$ cat src/hdl/bcdt_pkg.sv
`timescale 1ns / 1ps
// ----------------------------------------------------------------------------
// bcdt_pkg
// Shared types and constants of the binary CNF to DIMACS text formatter.
// ----------------------------------------------------------------------------
package bcdt_pkg;

   localparam logic [31:0] CNF_MAGIC = 32'h4641_5049;
   localparam int unsigned WORD_W = 32;
   localparam int unsigned COUNT_W = 64;
   localparam int unsigned DIGIT_MAX = 20;

   // Result status codes.
   localparam logic [1:0] ST_OK = 2'd0;
   localparam logic [1:0] ST_SHORT = 2'd1;
   localparam logic [1:0] ST_MAGIC = 2'd2;
   localparam logic [1:0] ST_TRUNC = 2'd3;

   localparam logic [7:0] CH_SPACE = 8'h20;
   localparam logic [7:0] CH_NL = 8'h0A;
   localparam logic [7:0] CH_MINUS = 8'h2D;
   localparam logic [7:0] CH_ZERO = 8'h30;

   // Datapath operations requested by the controller.
   typedef enum logic [2:0] {
      OP_NONE,
      OP_LOAD_VARS,
      OP_LOAD_CLAUSES,
      OP_LOAD_LIT,
      OP_DIV_STEP
   } op_type;

   typedef struct packed {
      op_type op;
      logic [WORD_W-1:0] word;
   } dp_cmd_type;

   typedef struct packed {
      logic digit_done;
      logic [4:0] digit_cnt;
      logic [7:0] digit_char;
      logic lit_neg;
      logic lit_zero;
   } dp_sts_type;

   // Constant text, "p cnf " and "solve\n".
   function automatic logic [7:0] pcnf_char(input logic [2:0] idx);
      logic [7:0] c;
      unique case (idx)
         3'd0: c = 8'h70;
         3'd1: c = 8'h20;
         3'd2: c = 8'h63;
         3'd3: c = 8'h6E;
         3'd4: c = 8'h66;
         default: c = 8'h20;
      endcase
      return c;
   endfunction

   function automatic logic [7:0] solve_char(input logic [2:0] idx);
      logic [7:0] c;
      unique case (idx)
         3'd0: c = 8'h73;
         3'd1: c = 8'h6F;
         3'd2: c = 8'h6C;
         3'd3: c = 8'h76;
         3'd4: c = 8'h65;
         default: c = 8'h0A;
      endcase
      return c;
   endfunction

endpackage

$ cat src/hdl/bcdt_ctrl.sv
`timescale 1ns / 1ps
// ----------------------------------------------------------------------------
// bcdt_ctrl
// Sequencer: header parsing, text sequencing and result register.
// ----------------------------------------------------------------------------
module bcdt_ctrl (
   input  logic                  clock,
   input  logic                  reset,
   input  logic                  solve_mode,
   input  logic                  in_valid,
   output logic                  in_ready,
   input  logic [31:0]           in_word,
   input  logic                  in_end,
   output logic                  out_valid,
   input  logic                  out_ready,
   output logic [7:0]            out_byte,
   output logic [1:0]            out_status,
   output logic                  out_last,
   output logic                  out_done,
   output bcdt_pkg::dp_cmd_type  cmd,
   output logic                  pop,
   output logic [63:0]           vars_val,
   output logic [63:0]           clauses_val,
   input  bcdt_pkg::dp_sts_type  sts
);

   typedef enum logic [3:0] {
      S_IDLE, S_PCNF, S_VDIV, S_VOUT, S_SP1, S_CDIV, S_COUT, S_NL1,
      S_LMINUS, S_LDIV, S_LOUT, S_LSP, S_LNL, S_SOLVE, S_ERR, S_DEAD
   } state_type;

   state_type state_ff;
   logic [2:0] hidx_ff, tidx_ff;
   logic [63:0] ctot_ff, vtot_ff, cdone_ff;
   logic magic_ff, end_ff, fin_ff;
   logic [1:0] err_ff;
   logic ov_ff, ov_in;
   logic [7:0] ob_ff;
   logic [1:0] os_ff;
   logic ol_ff, od_ff;

   logic can_emit;
   logic emit_now;
   logic conv_done;
   logic hdr_last;
   logic [63:0] cdone_inc;
   assign can_emit = !ov_ff || out_ready;
   // Once the job has ended, words are still taken but dropped.
   assign in_ready = (state_ff == S_IDLE) || fin_ff;
   assign hdr_last = (hidx_ff == 3'd6);
   assign cdone_inc = cdone_ff + 64'd1;
   assign conv_done = sts.digit_done && (sts.digit_cnt != '0);

   assign out_valid = ov_ff;
   assign out_byte = ob_ff;
   assign out_status = os_ff;
   assign out_last = ol_ff;
   assign out_done = od_ff;
   assign vars_val = vtot_ff;
   assign clauses_val = ctot_ff;

   always_comb begin
      unique case (state_ff)
         S_PCNF, S_VOUT, S_SP1, S_COUT, S_NL1, S_LMINUS, S_LOUT, S_LSP, S_LNL,
         S_SOLVE, S_ERR: emit_now = can_emit;
         default: emit_now = 1'b0;
      endcase
   end

   assign ov_in = emit_now || (ov_ff && !out_ready);

   always_comb begin
      cmd.op = bcdt_pkg::OP_NONE;
      cmd.word = in_word;
      pop = 1'b0;
      unique case (state_ff)
         S_IDLE: if (in_valid && in_ready && hidx_ff == 3'd7)
            cmd.op = bcdt_pkg::OP_LOAD_LIT;
         S_PCNF: if (can_emit && tidx_ff == 3'd5) cmd.op = bcdt_pkg::OP_LOAD_VARS;
         S_SP1: if (can_emit) cmd.op = bcdt_pkg::OP_LOAD_CLAUSES;
         S_VDIV, S_CDIV, S_LDIV: if (!conv_done) cmd.op = bcdt_pkg::OP_DIV_STEP;
         S_VOUT, S_COUT, S_LOUT: pop = can_emit;
         default: ;
      endcase
   end

   // Each text state emits one byte whenever the result register is free; the last byte of an item gets run_last.
   always_ff @(posedge clock) begin
      if (reset) begin
         state_ff <= S_IDLE;
         hidx_ff <= '0;
         tidx_ff <= '0;
         ctot_ff <= '0;
         vtot_ff <= '0;
         cdone_ff <= '0;
         magic_ff <= 1'b0;
         end_ff <= 1'b0;
         fin_ff <= 1'b0;
         err_ff <= bcdt_pkg::ST_OK;
         ov_ff <= 1'b0;
         ol_ff <= 1'b0;
         od_ff <= 1'b0;
         os_ff <= bcdt_pkg::ST_OK;
         ob_ff <= '0;
      end else begin
         ov_ff <= ov_in;
         unique case (state_ff)
            S_IDLE: begin
               if (in_valid && in_ready) begin
                  end_ff <= in_end;
                  if (hidx_ff != 3'd7) begin
                     hidx_ff <= hidx_ff + 3'd1;
                     unique case (hidx_ff)
                        3'd0: magic_ff <= (in_word == bcdt_pkg::CNF_MAGIC);
                        3'd1: ctot_ff[31:0] <= in_word;
                        3'd2: ctot_ff[63:32] <= in_word;
                        3'd3: vtot_ff[31:0] <= in_word;
                        3'd4: vtot_ff[63:32] <= in_word;
                        default: ;
                     endcase
                     if (!hdr_last) begin
                        if (in_end) begin
                           err_ff <= bcdt_pkg::ST_SHORT;
                           state_ff <= S_ERR;
                        end
                     end else if (!magic_ff) begin
                        err_ff <= bcdt_pkg::ST_MAGIC;
                        state_ff <= S_ERR;
                     end else if (in_end && ctot_ff != '0) begin
                        err_ff <= bcdt_pkg::ST_TRUNC;
                        state_ff <= S_ERR;
                     end else begin
                        tidx_ff <= '0;
                        state_ff <= S_PCNF;
                     end
                  end else if (in_word[31]) begin
                     state_ff <= S_LMINUS;
                  end else begin
                     state_ff <= S_LDIV;
                  end
               end
            end
            S_PCNF: if (can_emit) begin
               ob_ff <= bcdt_pkg::pcnf_char(tidx_ff);
               os_ff <= bcdt_pkg::ST_OK; ol_ff <= 1'b0; od_ff <= 1'b0;
               tidx_ff <= tidx_ff + 3'd1;
               if (tidx_ff == 3'd5) state_ff <= S_VDIV;
            end
            S_VDIV: if (conv_done) state_ff <= S_VOUT;
            S_VOUT: if (can_emit) begin
               ob_ff <= sts.digit_char;
               os_ff <= bcdt_pkg::ST_OK; ol_ff <= 1'b0; od_ff <= 1'b0;
               if (sts.digit_cnt == 5'd1) state_ff <= S_SP1;
            end
            S_SP1: if (can_emit) begin
               ob_ff <= bcdt_pkg::CH_SPACE;
               os_ff <= bcdt_pkg::ST_OK; ol_ff <= 1'b0; od_ff <= 1'b0;
               state_ff <= S_CDIV;
            end
            S_CDIV: if (conv_done) state_ff <= S_COUT;
            S_COUT: if (can_emit) begin
               ob_ff <= sts.digit_char;
               os_ff <= bcdt_pkg::ST_OK; ol_ff <= 1'b0; od_ff <= 1'b0;
               if (sts.digit_cnt == 5'd1) state_ff <= S_NL1;
            end
            S_NL1: if (can_emit) begin
               ob_ff <= bcdt_pkg::CH_NL;
               os_ff <= bcdt_pkg::ST_OK;
               tidx_ff <= '0;
               if (ctot_ff == '0 && solve_mode) begin
                  ol_ff <= 1'b0; od_ff <= 1'b0; state_ff <= S_SOLVE;
               end else if (ctot_ff == '0) begin
                  ol_ff <= 1'b1; od_ff <= 1'b1; fin_ff <= 1'b1; state_ff <= S_DEAD;
               end else begin
                  ol_ff <= 1'b1; od_ff <= 1'b0; state_ff <= S_IDLE;
               end
            end
            S_LMINUS: if (can_emit) begin
               ob_ff <= bcdt_pkg::CH_MINUS;
               os_ff <= bcdt_pkg::ST_OK; ol_ff <= 1'b0; od_ff <= 1'b0;
               state_ff <= S_LDIV;
            end
            S_LDIV: if (conv_done) state_ff <= S_LOUT;
            S_LOUT: if (can_emit) begin
               ob_ff <= sts.digit_char;
               os_ff <= bcdt_pkg::ST_OK; ol_ff <= 1'b0; od_ff <= 1'b0;
               if (sts.digit_cnt == 5'd1) state_ff <= S_LSP;
            end
            S_LSP: if (can_emit) begin
               ob_ff <= bcdt_pkg::CH_SPACE;
               os_ff <= bcdt_pkg::ST_OK; od_ff <= 1'b0;
               if (sts.lit_zero) begin
                  ol_ff <= 1'b0; state_ff <= S_LNL;
               end else if (end_ff) begin
                  ol_ff <= 1'b0; err_ff <= bcdt_pkg::ST_TRUNC; state_ff <= S_ERR;
               end else begin
                  ol_ff <= 1'b1; state_ff <= S_IDLE;
               end
            end
            S_LNL: if (can_emit) begin
               ob_ff <= bcdt_pkg::CH_NL;
               os_ff <= bcdt_pkg::ST_OK;
               cdone_ff <= cdone_inc;
               tidx_ff <= '0;
               if (cdone_inc == ctot_ff && solve_mode) begin
                  ol_ff <= 1'b0; od_ff <= 1'b0; state_ff <= S_SOLVE;
               end else if (cdone_inc == ctot_ff) begin
                  ol_ff <= 1'b1; od_ff <= 1'b1; fin_ff <= 1'b1; state_ff <= S_DEAD;
               end else if (end_ff) begin
                  ol_ff <= 1'b0; od_ff <= 1'b0;
                  err_ff <= bcdt_pkg::ST_TRUNC; state_ff <= S_ERR;
               end else begin
                  ol_ff <= 1'b1; od_ff <= 1'b0; state_ff <= S_IDLE;
               end
            end
            S_SOLVE: if (can_emit) begin
               ob_ff <= bcdt_pkg::solve_char(tidx_ff);
               os_ff <= bcdt_pkg::ST_OK;
               tidx_ff <= tidx_ff + 3'd1;
               ol_ff <= (tidx_ff == 3'd5); od_ff <= (tidx_ff == 3'd5);
               if (tidx_ff == 3'd5) begin
                  fin_ff <= 1'b1; state_ff <= S_DEAD;
               end
            end
            S_ERR: if (can_emit) begin
               ob_ff <= '0; os_ff <= err_ff;
               ol_ff <= 1'b1; od_ff <= 1'b1;
               fin_ff <= 1'b1; state_ff <= S_DEAD;
            end
            default: ;
         endcase
      end
   end

endmodule

$ cat config.mk
export PLATFORM = sky130hd
export DESIGN_NAME = bcdt_ctrl
export DESIGN_NICKNAME = d
export VERILOG_FILES = /design/src/hdl/bcdt_pkg.sv /design/src/hdl/bcdt_ctrl.sv
export SDC_FILE = /design/constraint.sdc
export NUM_CORES = 1
export LEC_CHECK = 0
export ABC_AREA = 1
export BUFFER_PORTS_ARGS = -buffer_cell sky130_fd_sc_hd__buf_2
export CORE_MARGIN = 2
export CORE_UTILIZATION = 30
export DETAILED_ROUTE_END_ITERATION = 10
export PLACE_DENSITY = 0.55
export SLEW_MARGIN = 5
export SYNTH_ARGS = -nofsm -noshare
export SYNTH_HDL_FRONTEND = slang
export SYNTH_SLANG_ARGS = --single-unit
$ cat constraint.sdc
create_clock -name clock -period 4.2 [get_ports clock]
set_input_delay 0.21 -clock clock [delete_from_list [all_inputs] [get_ports clock]]
set_output_delay 0.21 -clock clock [all_outputs]
set_load 0.05 [all_outputs]
-- After elaboration in Yosys (flattened, before gate mapping)
Index checks and enable logic that the tools add are counted.
- mux-type cells: 102
- eq/ne operators: 69
- reduce and logical (&&, ||, !) cells: 52
- $add $sub $neg: 3
- operators by type and width (operator ; count):
    2-to-1 mux 4 bit ; 31
    adder 64 x 1 -> 64 bit (second input constant) ; 1
    equality test 64 bit ; 1
    logical NOT 64 bit ; 1
    nonzero test 64 bit ; 1
    one-hot mux 4 bit (15 select lines) ; 1
    2-to-1 mux 8 bit ; 7
    inequality test 2 bit (second input constant) ; 28
    one-hot mux 8 bit (7 select lines) ; 1
    one-hot mux 7 bit (5 select lines) ; 1
    equality test 32 x 31 -> 1 bit (second input constant) ; 1
    2-to-1 mux 2 bit ; 16
    2-to-1 mux 1 bit ; 29
    equality test 4 bit (second input constant) ; 7
    one-hot mux 7 bit (4 select lines) ; 1
    2-to-1 mux 3 bit ; 8
    AND reduction 22 bit ; 1
    AND reduction 10 bit ; 2
    AND reduction 4 bit ; 5
    inequality test 2 x 1 -> 1 bit (second input constant) ; 9
    equality test 4 x 3 -> 1 bit (second input constant) ; 4
    AND reduction 8 bit ; 2
    equality test 3 bit (second input constant) ; 5
    nonzero test 15 bit ; 1
    37 further kinds ; 62
- output and inout bits: 178
- bits in registers: 220
- logic and storage cells: 243
- bits of input ports: 54

-- Logic depth before layout (Yosys ltp)
Gate-level depths: netlist of run 1.
- word-level depth: 8
- gate-level depth with buffers: 24
- gate-level depth less buffers: 24

-- Worst setup path before layout of run 1
Ideal clock, no wire load.
- path kind: reg2reg
- start: register cdone_ff[0]
- end: register state_ff[3]
- path buffers: 1
- arrival: 2395 ps
- slack: 1696 ps
- setup time: 109 ps
- period minus slack after synthesis: 2504 ps
- stages on the path, launching flop included: 24
- required time: 4091 ps
- cells stage by stage: dfxtp_1 > ha_1 > inv_1 > nor2_8 > nand2_4 > nor2_2 > buf_6 > nand2_4 > clkinv_1 > nand3_1 > nand2_1 > nand2_1 > nand2_1 > nand2_1 > nor2_1 > nand3_1 > nor2_4 > nand2_1 > nand2_1 > nand2_1 > nor2_2 > nand3_1 > nand2_1 > inv_1
- word-level cells in the longest chain between the ends: 6
- elaborated cells on any way between the ends: 7
- those cells by class: add/sub: 1; eq/ne: 1; mux: 4; reduce/logical: 1
- ends and longest elaborated chain (item ; RTL line ; RTL):
    start, declared ; bcdt_ctrl.sv:34 ; logic [63:0] ctot_ff, vtot_ff, cdone_ff;
    start signal, assigned ; bcdt_ctrl.sv:203 ; cdone_ff <= cdone_inc;
    adder 64 x 1 -> 64 bit (*) ; bcdt_ctrl.sv:51 ; assign cdone_inc = cdone_ff + 64'd1;
    equality test 64 bit (*) ; bcdt_ctrl.sv:205, bcdt_ctrl.sv:207 ;
    2-to-1 mux 4 bit / logical AND 1 bit (equally long branches) ; bcdt_ctrl.sv:207, bcdt_ctrl.sv:205 ;
    2-to-1 mux 4 bit (*) ; bcdt_ctrl.sv:205 ; if (cdone_inc == ctot_ff && solve_mode) begin
    2-to-1 mux 4 bit (*) ; bcdt_ctrl.sv:200 ; S_LNL: if (can_emit) begin
    one-hot mux 4 bit (15 select lines) (*) ; bcdt_ctrl.sv:107 ; unique case (state_ff)
    end signal, assigned ; bcdt_ctrl.sv:197 ; ol_ff <= 1'b1; state_ff <= S_IDLE;
    end signal, assigned ; bcdt_ctrl.sv:206 ; ol_ff <= 1'b0; od_ff <= 1'b0; state_ff <= S_SOLVE;
    end signal, assigned ; bcdt_ctrl.sv:208 ; ol_ff <= 1'b1; od_ff <= 1'b1; fin_ff <= 1'b1; state_ff <= S_DEAD;
    end, declared ; bcdt_ctrl.sv:32 ; state_type state_ff;
Every way passes the cells marked *; elsewhere a longest branch is shown, timed or not. The select of a mux whose other input is x is not followed.
A chain may end at the register's enable or synchronous reset.

-- Final worst setup path of run 1
- start: register cdone_ff[0]
- end: register err_ff[1]
- word-level cells in the longest chain between the ends: 5
- elaborated cells on any way between the ends: 6
- those cells by class: add/sub: 1; eq/ne: 3; reduce/logical: 2
- ends and longest elaborated chain (item ; RTL line ; RTL):
    adder 64 x 1 -> 64 bit (*) ; bcdt_ctrl.sv:51 ;
    equality test 64 bit (*) ; bcdt_ctrl.sv:205, bcdt_ctrl.sv:207 ;
    logical AND 1 bit ; bcdt_ctrl.sv:205 ;
    inequality test 2 bit (no line) ; -- ;
    AND reduction 10 bit (no line) (*) ; -- ;
    end signal, assigned ; bcdt_ctrl.sv:123 ; err_ff <= bcdt_pkg::ST_SHORT;
    end signal, assigned ; bcdt_ctrl.sv:127 ; err_ff <= bcdt_pkg::ST_MAGIC;
    end signal, assigned ; bcdt_ctrl.sv:130 ; err_ff <= bcdt_pkg::ST_TRUNC;
    end, declared ; bcdt_ctrl.sv:36 ; logic [1:0] err_ff;
Every way passes the cells marked *; elsewhere a longest branch is shown, timed or not.

==> metrics list, run 1 <==
- Status: finished clean
* Post-synthesis cell area: 13700 sq um
* Post-layout minimum cycle time: 3.53 ns
- Max capacitance violation total: 0
- In this run the remaining antenna-violating nets after routing total 0.
- In the synthesized netlist the async set-or-reset flop fraction comes to 0.
- The first global-routing pass estimated 86300 um of wire.
- The initial antenna violation count was 0.
* DIE AREA: 47500 sq um
* Startpoint type of the worst setup path: register
- The routed design has 58700 um of wire.
* Top-level port count: 232
* H-tree levels: 1
- The core region is 45300 sq um.
- Data required time at the worst endpoint: 4.66 ns
- Dividing the final minimum period by the clock period gives 0.840.
- Row count: 78
- The tree is rooted in a clkbuf_16.
- Final TNS setup: 0 ns
* Number of detailed-route iterations in the first pass: 6
- Final slew viol count: 0
* Relative slew margins: 0.367
- Dividing total power by cell area gives a power density of 555 nW/um^2.
- Data arrival at the endpoint of the critical path: 3.98 ns
* Post-cts repair resize count: 0
- Die outline width: 218 um
- Post-synthesis average cell area: 6.18 sq um
- Via count of the first global-routing pass: 14200
- Placed Instances: 2972
* HPWL after detailed placement: 45600 um
- Final hold violation count: 0
* Flip-flop and latch count after synthesis: 220
* Number of instances in the synthesized netlist: 2224
- Of all nets on the critical path, the largest fanout is 11.
* Synthesized Nets: 2290
* RSZ-0062 raised after global routing: false
- Of the synthesized area, sequential elements account for 0.321.
- Setup violations, final: 0
- Grt total ovfl: 0
- Min-delay worst type: primary input to register
- After clock tree synthesis, the setup repair step added 0 buffers.
- Prevailing post-synth register cell: dfxtp_1
- Number of buffers between clock root and the deepest sink: 3
- The number of hold buffers added after CTS was 5.
- The worst setup path is captured at a register.
- TritonCTS clock tree: yes
- Buffers added on ports: 230
- Number of remaining DRC errors: 0
* Detailed router's first-iteration violation count: 1356
- Drt wl/cell: 19.4 um
- Number of buffers created by CTS: 28
- Clock-pin slew on the worst setup and hold paths: 0.06 ns
* Overall die height: 218 um
* Sink count of the clock tree: 220
- Antenna fix cells: 0
* Worst Hold Margin: 0.0220 ns
- Layout area overhead: 18.8%
- Global routing usage summed across all routing layers: 0.240
* Achievable frequency: 284 MHz
- Summed over all cells, the static leakage comes to 8.04 nW.
* Layout net count: 2473
- Routed vias: 15300
- The Yosys step of the flow raised 0 warnings.
- Startpoint-to-endpoint class of the critical path: register to register
- At the pin with the least slew margin, the transition time is 0.943 ns.
* Worst VDD drop: 0.305 mV
- The congestion estimate from routability-driven global placement came to 0.998.
- Dividing the detail-routed via count by the number of cells gives 5.06.
* Starting utilization of the core area: 0.303
- Entering global routing, the biggest net connects 79 pins.
- Count of flip-flops with a built-in enable after synthesis: 0
- Clk_lat worst skew: 0.57 ns
- In the final layout, the share of cells above drive strength 1 is 0.148.
- After synthesis, the netlist uses 46 different library cells.
* Count of placed standard cells in the final layout, fillers left out: 3029
- For the final database, setup skew stands at 0.0148 ns.
metrics by stage:
stage               setup slack, ns  instance area (sq um)  power [mW]   util
floorplan                      1.70                  13700        5.34      -
global placement              0.807                  15300        6.44  0.338
detailed placement            0.757                  15300        6.46  0.338
CTS                           0.743                  16300        9.07  0.360
global route                  0.441                  16300        9.63  0.360
finish                        0.673                  16300        9.07  0.360
where the power goes:
part / switching, mW / internal, mW / total (mW)
clock network: 1.06 / 1.52 / 2.59
registers: 0.396 / 2.38 / 2.77
logic: 2.65 / 1.06 / 3.71
state kept, by name (all words and copies together), names as in the netlist:
name and count:
out_valid 1, err_ff 2, magic_ff 1, clauses_val 64, out_last 1, out_byte 8
tidx_ff 3, cdone_ff 64, out_status 2, vars_val 64, out_done 1, state_ff 4
end_ff 1, fin_ff 1, hidx_ff 3
final cells by class:
cell class	instances	area, sq um
multi-input combinational	1595	7680
inverter	312	1170
sequential	220	4400
timing repair buffer	250	1340
tap	600	751
clock inverter	17	191
fill	4998	29000
clock buffer	35	788
metal layers:
layer / global-route usage / vias to the layer above / wire length, um
li1: - / 7598 / -
met1: 0.335 / 7123 / 27100
met2: 0.384 / 528 / 25700
met3: 0.0310 / 89 / 4010
met4: 0.0730 / 0 / 1880
met5: 0 / - / 0
synthesized netlist by cell type, types with 14 or more instances:
master / number / area share
nand4_1: 39 / 0.018
inv_1: 301 / 0.082
dfxtp_1: 220 / 0.32
nand3b_1: 15 / 0.0082
nor2_1: 231 / 0.063
buf_4: 32 / 0.017
a21oi_1: 199 / 0.073
nor4_1: 18 / 0.0082
nand3_1: 183 / 0.067
nand2_1: 551 / 0.15
o211ai_1: 22 / 0.012
clkbuf_1: 55 / 0.015
nand2_2: 17 / 0.0077
nor2_2: 14 / 0.0064
o21ai_0: 214 / 0.078
worst paths after layout:
check | start | to | slack (ns) | depth (start not counted)
setup reg to reg | cdone_ff[0] | err_ff[1] | 0.67 | 17
hold / removal | in_word[5] | clauses_val[5] | 0.02 | 3
setup / recovery | cdone_ff[0] | err_ff[1] | 0.67 | 17
hold reg to reg | out_status[0] | out_status[0] | 0.46 | 2
cell usage in the layout, fill, tap and decap left out, drive strengths merged, types with 2 or more instances in the layout:
cell | netlist | routed
a21oi | 199 | 199
a31oi | 3 | 3
a41oi | 4 | 4
and2 | 4 | 4
buf | 42 | 245
bufinv | 0 | 3
clkbuf | 55 | 35
clkinv | 5 | 11
clkinvlp | 0 | 5
dfxtp | 220 | 220
dlygate4sd3 | 0 | 5
ha | 12 | 12
inv | 307 | 310
nand2 | 571 | 571
nand3 | 188 | 188
nand3b | 15 | 15
nand4 | 39 | 39
nor2 | 258 | 258
nor3 | 11 | 11
nor4 | 18 | 18
o2111ai | 2 | 2
o211ai | 22 | 22
o21ai | 225 | 225
o21bai | 4 | 4
xnor3 | 3 | 3
xor2 | 7 | 7
xor3 | 2 | 2
worst max-delay path: stages, from the launching register on:
cell and delay (ns):
dfxtp_1 0.49, ha_1 0.24, inv_1 0.13, nor2_8 0.20, nand2_4 0.09, nor2_2 0.47
nand2_1 0.18, nor2_1 0.38, xor3_1 0.27, nand2_1 0.07, nor2_1 0.10, nand2_1 0.09
nor2_2 0.14, nand3_1 0.15, nand2_1 0.17, inv_1 0.06, o21ai_1 0.11, nor2_1 0.06
cells by family after synthesis:
| family | count (synthesis) | synth area share |
|---|---|---|
| xor gates and xnor gates | 13 | 0.0140 |
| buffers and inverters | 409 | 0.122 |
| adders and majority gates | 12 | 0.0109 |
| AOI/OAI and AO/OA | 464 | 0.178 |
| and+or+nand+nor | 1106 | 0.355 |
| DFF | 220 | 0.321 |
Power figures use the tool's default switching activity.
==> run 2: changes to the inputs <==
Settings changed: PLACE_DENSITY 0.55 to 0.57.
Clock period 4.2 ns to 2.9 ns, I/O delays scaled along.
==> run 2 against run 1 <==
  * Via count rose by 6.4%
  * Routed wire length grew 2.6%
  * Sequential cell count unchanged
==> metrics list, run 2 (synthesized netlist as in run 1, its figures left out) <==
- The run finished with clean final reports.
- Worst-case clock skew: 0.0274 ns (+0.0127 ns)
* Share of the clock period used by the worst path: 0.996 (+0.156)
- The fraction of met1 tracks used by global routing is 0.335 (about the same).
- Data arrival at the endpoint of the critical path: 3.35 ns (-0.63 ns)
* Startpoint type of the worst setup path: register
* Met2 Use GR: 0.386 (+0.00190)
- The fraction of layout cells with a size suffix above 1 came to 0.244 (+0.0962).
- Overall power of the completed layout: 13.6 mW (+50%)
- Final TNS setup: 0 ns (unchanged)
- The pin slew with the least headroom to its limit was 0.779 ns (-0.164 ns).
* Mean number of vias per cell: 5.06 (about the same)
- The die area was 47500 sq um (unchanged).
* Global Route met3 Usage: 0.0400 (+0.00907)
- Maximum fanout count along the critical path: 6 (-5)
- Crit path capture type: register
- Library cell used as clock root buffer: clkbuf_16
- Min-delay worst type: primary input to register
* Routed vias: 16300 (+6.4%)
* Count of placed standard cells in the final layout, fillers left out: 3223 (+6.4%)
- Number of buffers between clock root and the deepest sink: 3 (unchanged)
- Pwr per Cell Area: 742 nW/um^2 (+34%)
- The starting density of the core came to 0.303 (unchanged).
* Startpoint-to-endpoint class of the critical path: register to register
- Post-layout minimum cycle time: 2.89 ns (-0.639 ns)
- Number of detailed-route iterations in the first pass: 6 (unchanged)
- The depth of the worst hold-timing path is 3 (unchanged).
* Detailed router's first-iteration violation count: 1522 (+12%)
* Leading cell type in the layout, fill and taps excluded: nand2_1
- Final slew viol count: 0 (unchanged)
- The die span in y came to 218 um (unchanged).
- The worst reg2reg path depth is 22 (+5).
- The number of hold violations in the final report was 0 (unchanged).
- The total number of clock tree sinks is 220 (unchanged).
- The number of placement rows was 78 (unchanged).
* Placed instance area: 16600 sq um (+8.4%)
- Top-level port count: 232 (unchanged)
- Layout area overhead: 33.2%
- The top cell types in the final layout, fill and taps aside, are nand2_1, inv_1, buf_2.
* Number of antenna violations at the first check in global routing: 0 (unchanged)
- Max capacitance violation total: 0 (unchanged)
- DRT antenna net count: 0 (unchanged)
* Drt wl/cell: 18.7 um (-3.6%)
* Total routed wirelength: 60200 um (+2.6%)
- The global-route wire length before repair is 88200 um (+2.2%).
- The number of nets in the finished design came to 2673 (+8.1%).
- The smallest hold slack was 0.00921 ns (-0.0128 ns).
* Die outline width: 218 um (unchanged)
- Number of remaining DRC errors: 0 (unchanged)
- RSZ-0062 raised after global routing: true
- Placer's final routability congestion estimate: 0.965 (-3.3%)
* GRT busiest layer: met2
- The number of clock buffers inserted by TritonCTS was 28 (unchanged).
- Achievable frequency: 346 MHz (+22%)
- Global routing usage summed across all routing layers: 0.246 (+0.00531)
* HPWL after detailed placement: 47000 um (+2.9%)
- Clk_lat worst skew: 0.58 ns (about the same)
- Number of filler instances in the final layout: 4892 (-2.1%)
- The residual overflow from global routing was 0 (unchanged).
* Finished layout cell area: 18300 sq um (+12%)
- The number of failing setup endpoints in the final timing report is 0 (unchanged).
- TritonCTS built the clock tree.
- Antenna fix cells: 0 (unchanged)
* Relative slew margins: 0.480 (+0.113)
- Buffers added on ports: 230 (unchanged)
* Placed Instances: 3135 (+5.5%)
- The highest ir drop seen on vdd is 0.378 mV (+24%).
- Leakage power of the design: 9.18 nW (+14%)
* Data required time at the worst endpoint: 3.36 ns (-1.30 ns)
- The core footprint is 45300 sq um (unchanged).
- Clock-pin slew on the worst setup and hold paths: 0.06 ns (about the same)
- The maximum number of pins on one net before global-route repair is 84 (+6.3%).
* H-tree levels: 1 (unchanged)
- Via count of the first global-routing pass: 14900 (+5.2%)
[run 2: cell count changes in the layout (fill, tap and decap cells not counted), moves of 30 or more]
cell	delta
nor2_1	-32
nand2_2	+30
nand2_1	-38
buf_4	+170
[run 2: final cells by class]
type	instances	area, sq um	share of cell area
clock buffer	34	753	0.0412
clock inverter	12	183	0.00998
inverter	312	1170	0.0641
multi-input combinational	1595	8030	0.439
sequential	220	4430	0.242
tap	600	751	0.0410
timing repair buffer	450	2980	0.163
[run 2: layer usage]
layer  share of wire  wire, um
met1            0.44     26700
met2            0.44     26700
met3           0.078      4670
met4           0.036      2150
met5               0         0
[run 2: stage by stage]
stage / worst slack, ns / util
floorplan: 0.396 / -
global placement: -0.0576 / 0.366
detailed placement: -0.0779 / 0.366
CTS: 0.00198 / 0.394
global route: -0.149 / 0.404
finish: 0.0116 / 0.404
[run 2: power by group]
part           internal [mW]  switching [mW]  leakage (nW)
Clock                   2.19            1.47         0.450
Sequential              3.45           0.506          1.79
Combinational           1.89            4.08          6.94
[run 2: worst max-delay path, stage by stage, from the launching register on]
cell and delay [ns]:
dfxtp_2 0.34, buf_4 0.12, nand2_4 0.07, nor2_8 0.17
nand2_4 0.10, nor2_8 0.24, buf_6 0.13, nand3_2 0.07
nand2_2 0.09, nand2_1 0.07, nand2_2 0.12, nand2_1 0.06
nor2_1 0.15, nand2_1 0.11, nor2_1 0.15, nand2_2 0.13
nor2_4 0.15, buf_4 0.12, nand3_1 0.05, nand3_1 0.08
nand4_1 0.13, nand2_1 0.09, inv_1 0.04
[run 2: path summary, 6_finish.rpt]
path / start / end / slack, ns
max: cdone_ff[1] / out_last / 0.01
min: in_word[29] / clauses_val[29] / 0.009
max reg2reg: cdone_ff[1] / out_last / 0.01
min reg2reg: fin_ff / fin_ff / 0.46
[run 2: what timing repair did]
| item | CTS | global route |
|---|---|---|
| hold buffers | 25 | 0 |
| endpoints found under the setup margin | 6 | 43 |
| pin swaps | 3 | 21 |
| resized for setup | 19 | 117 |
| buffers inserted | 1 | 16 |
| endpoints found under the hold margin | 62 | 0 |
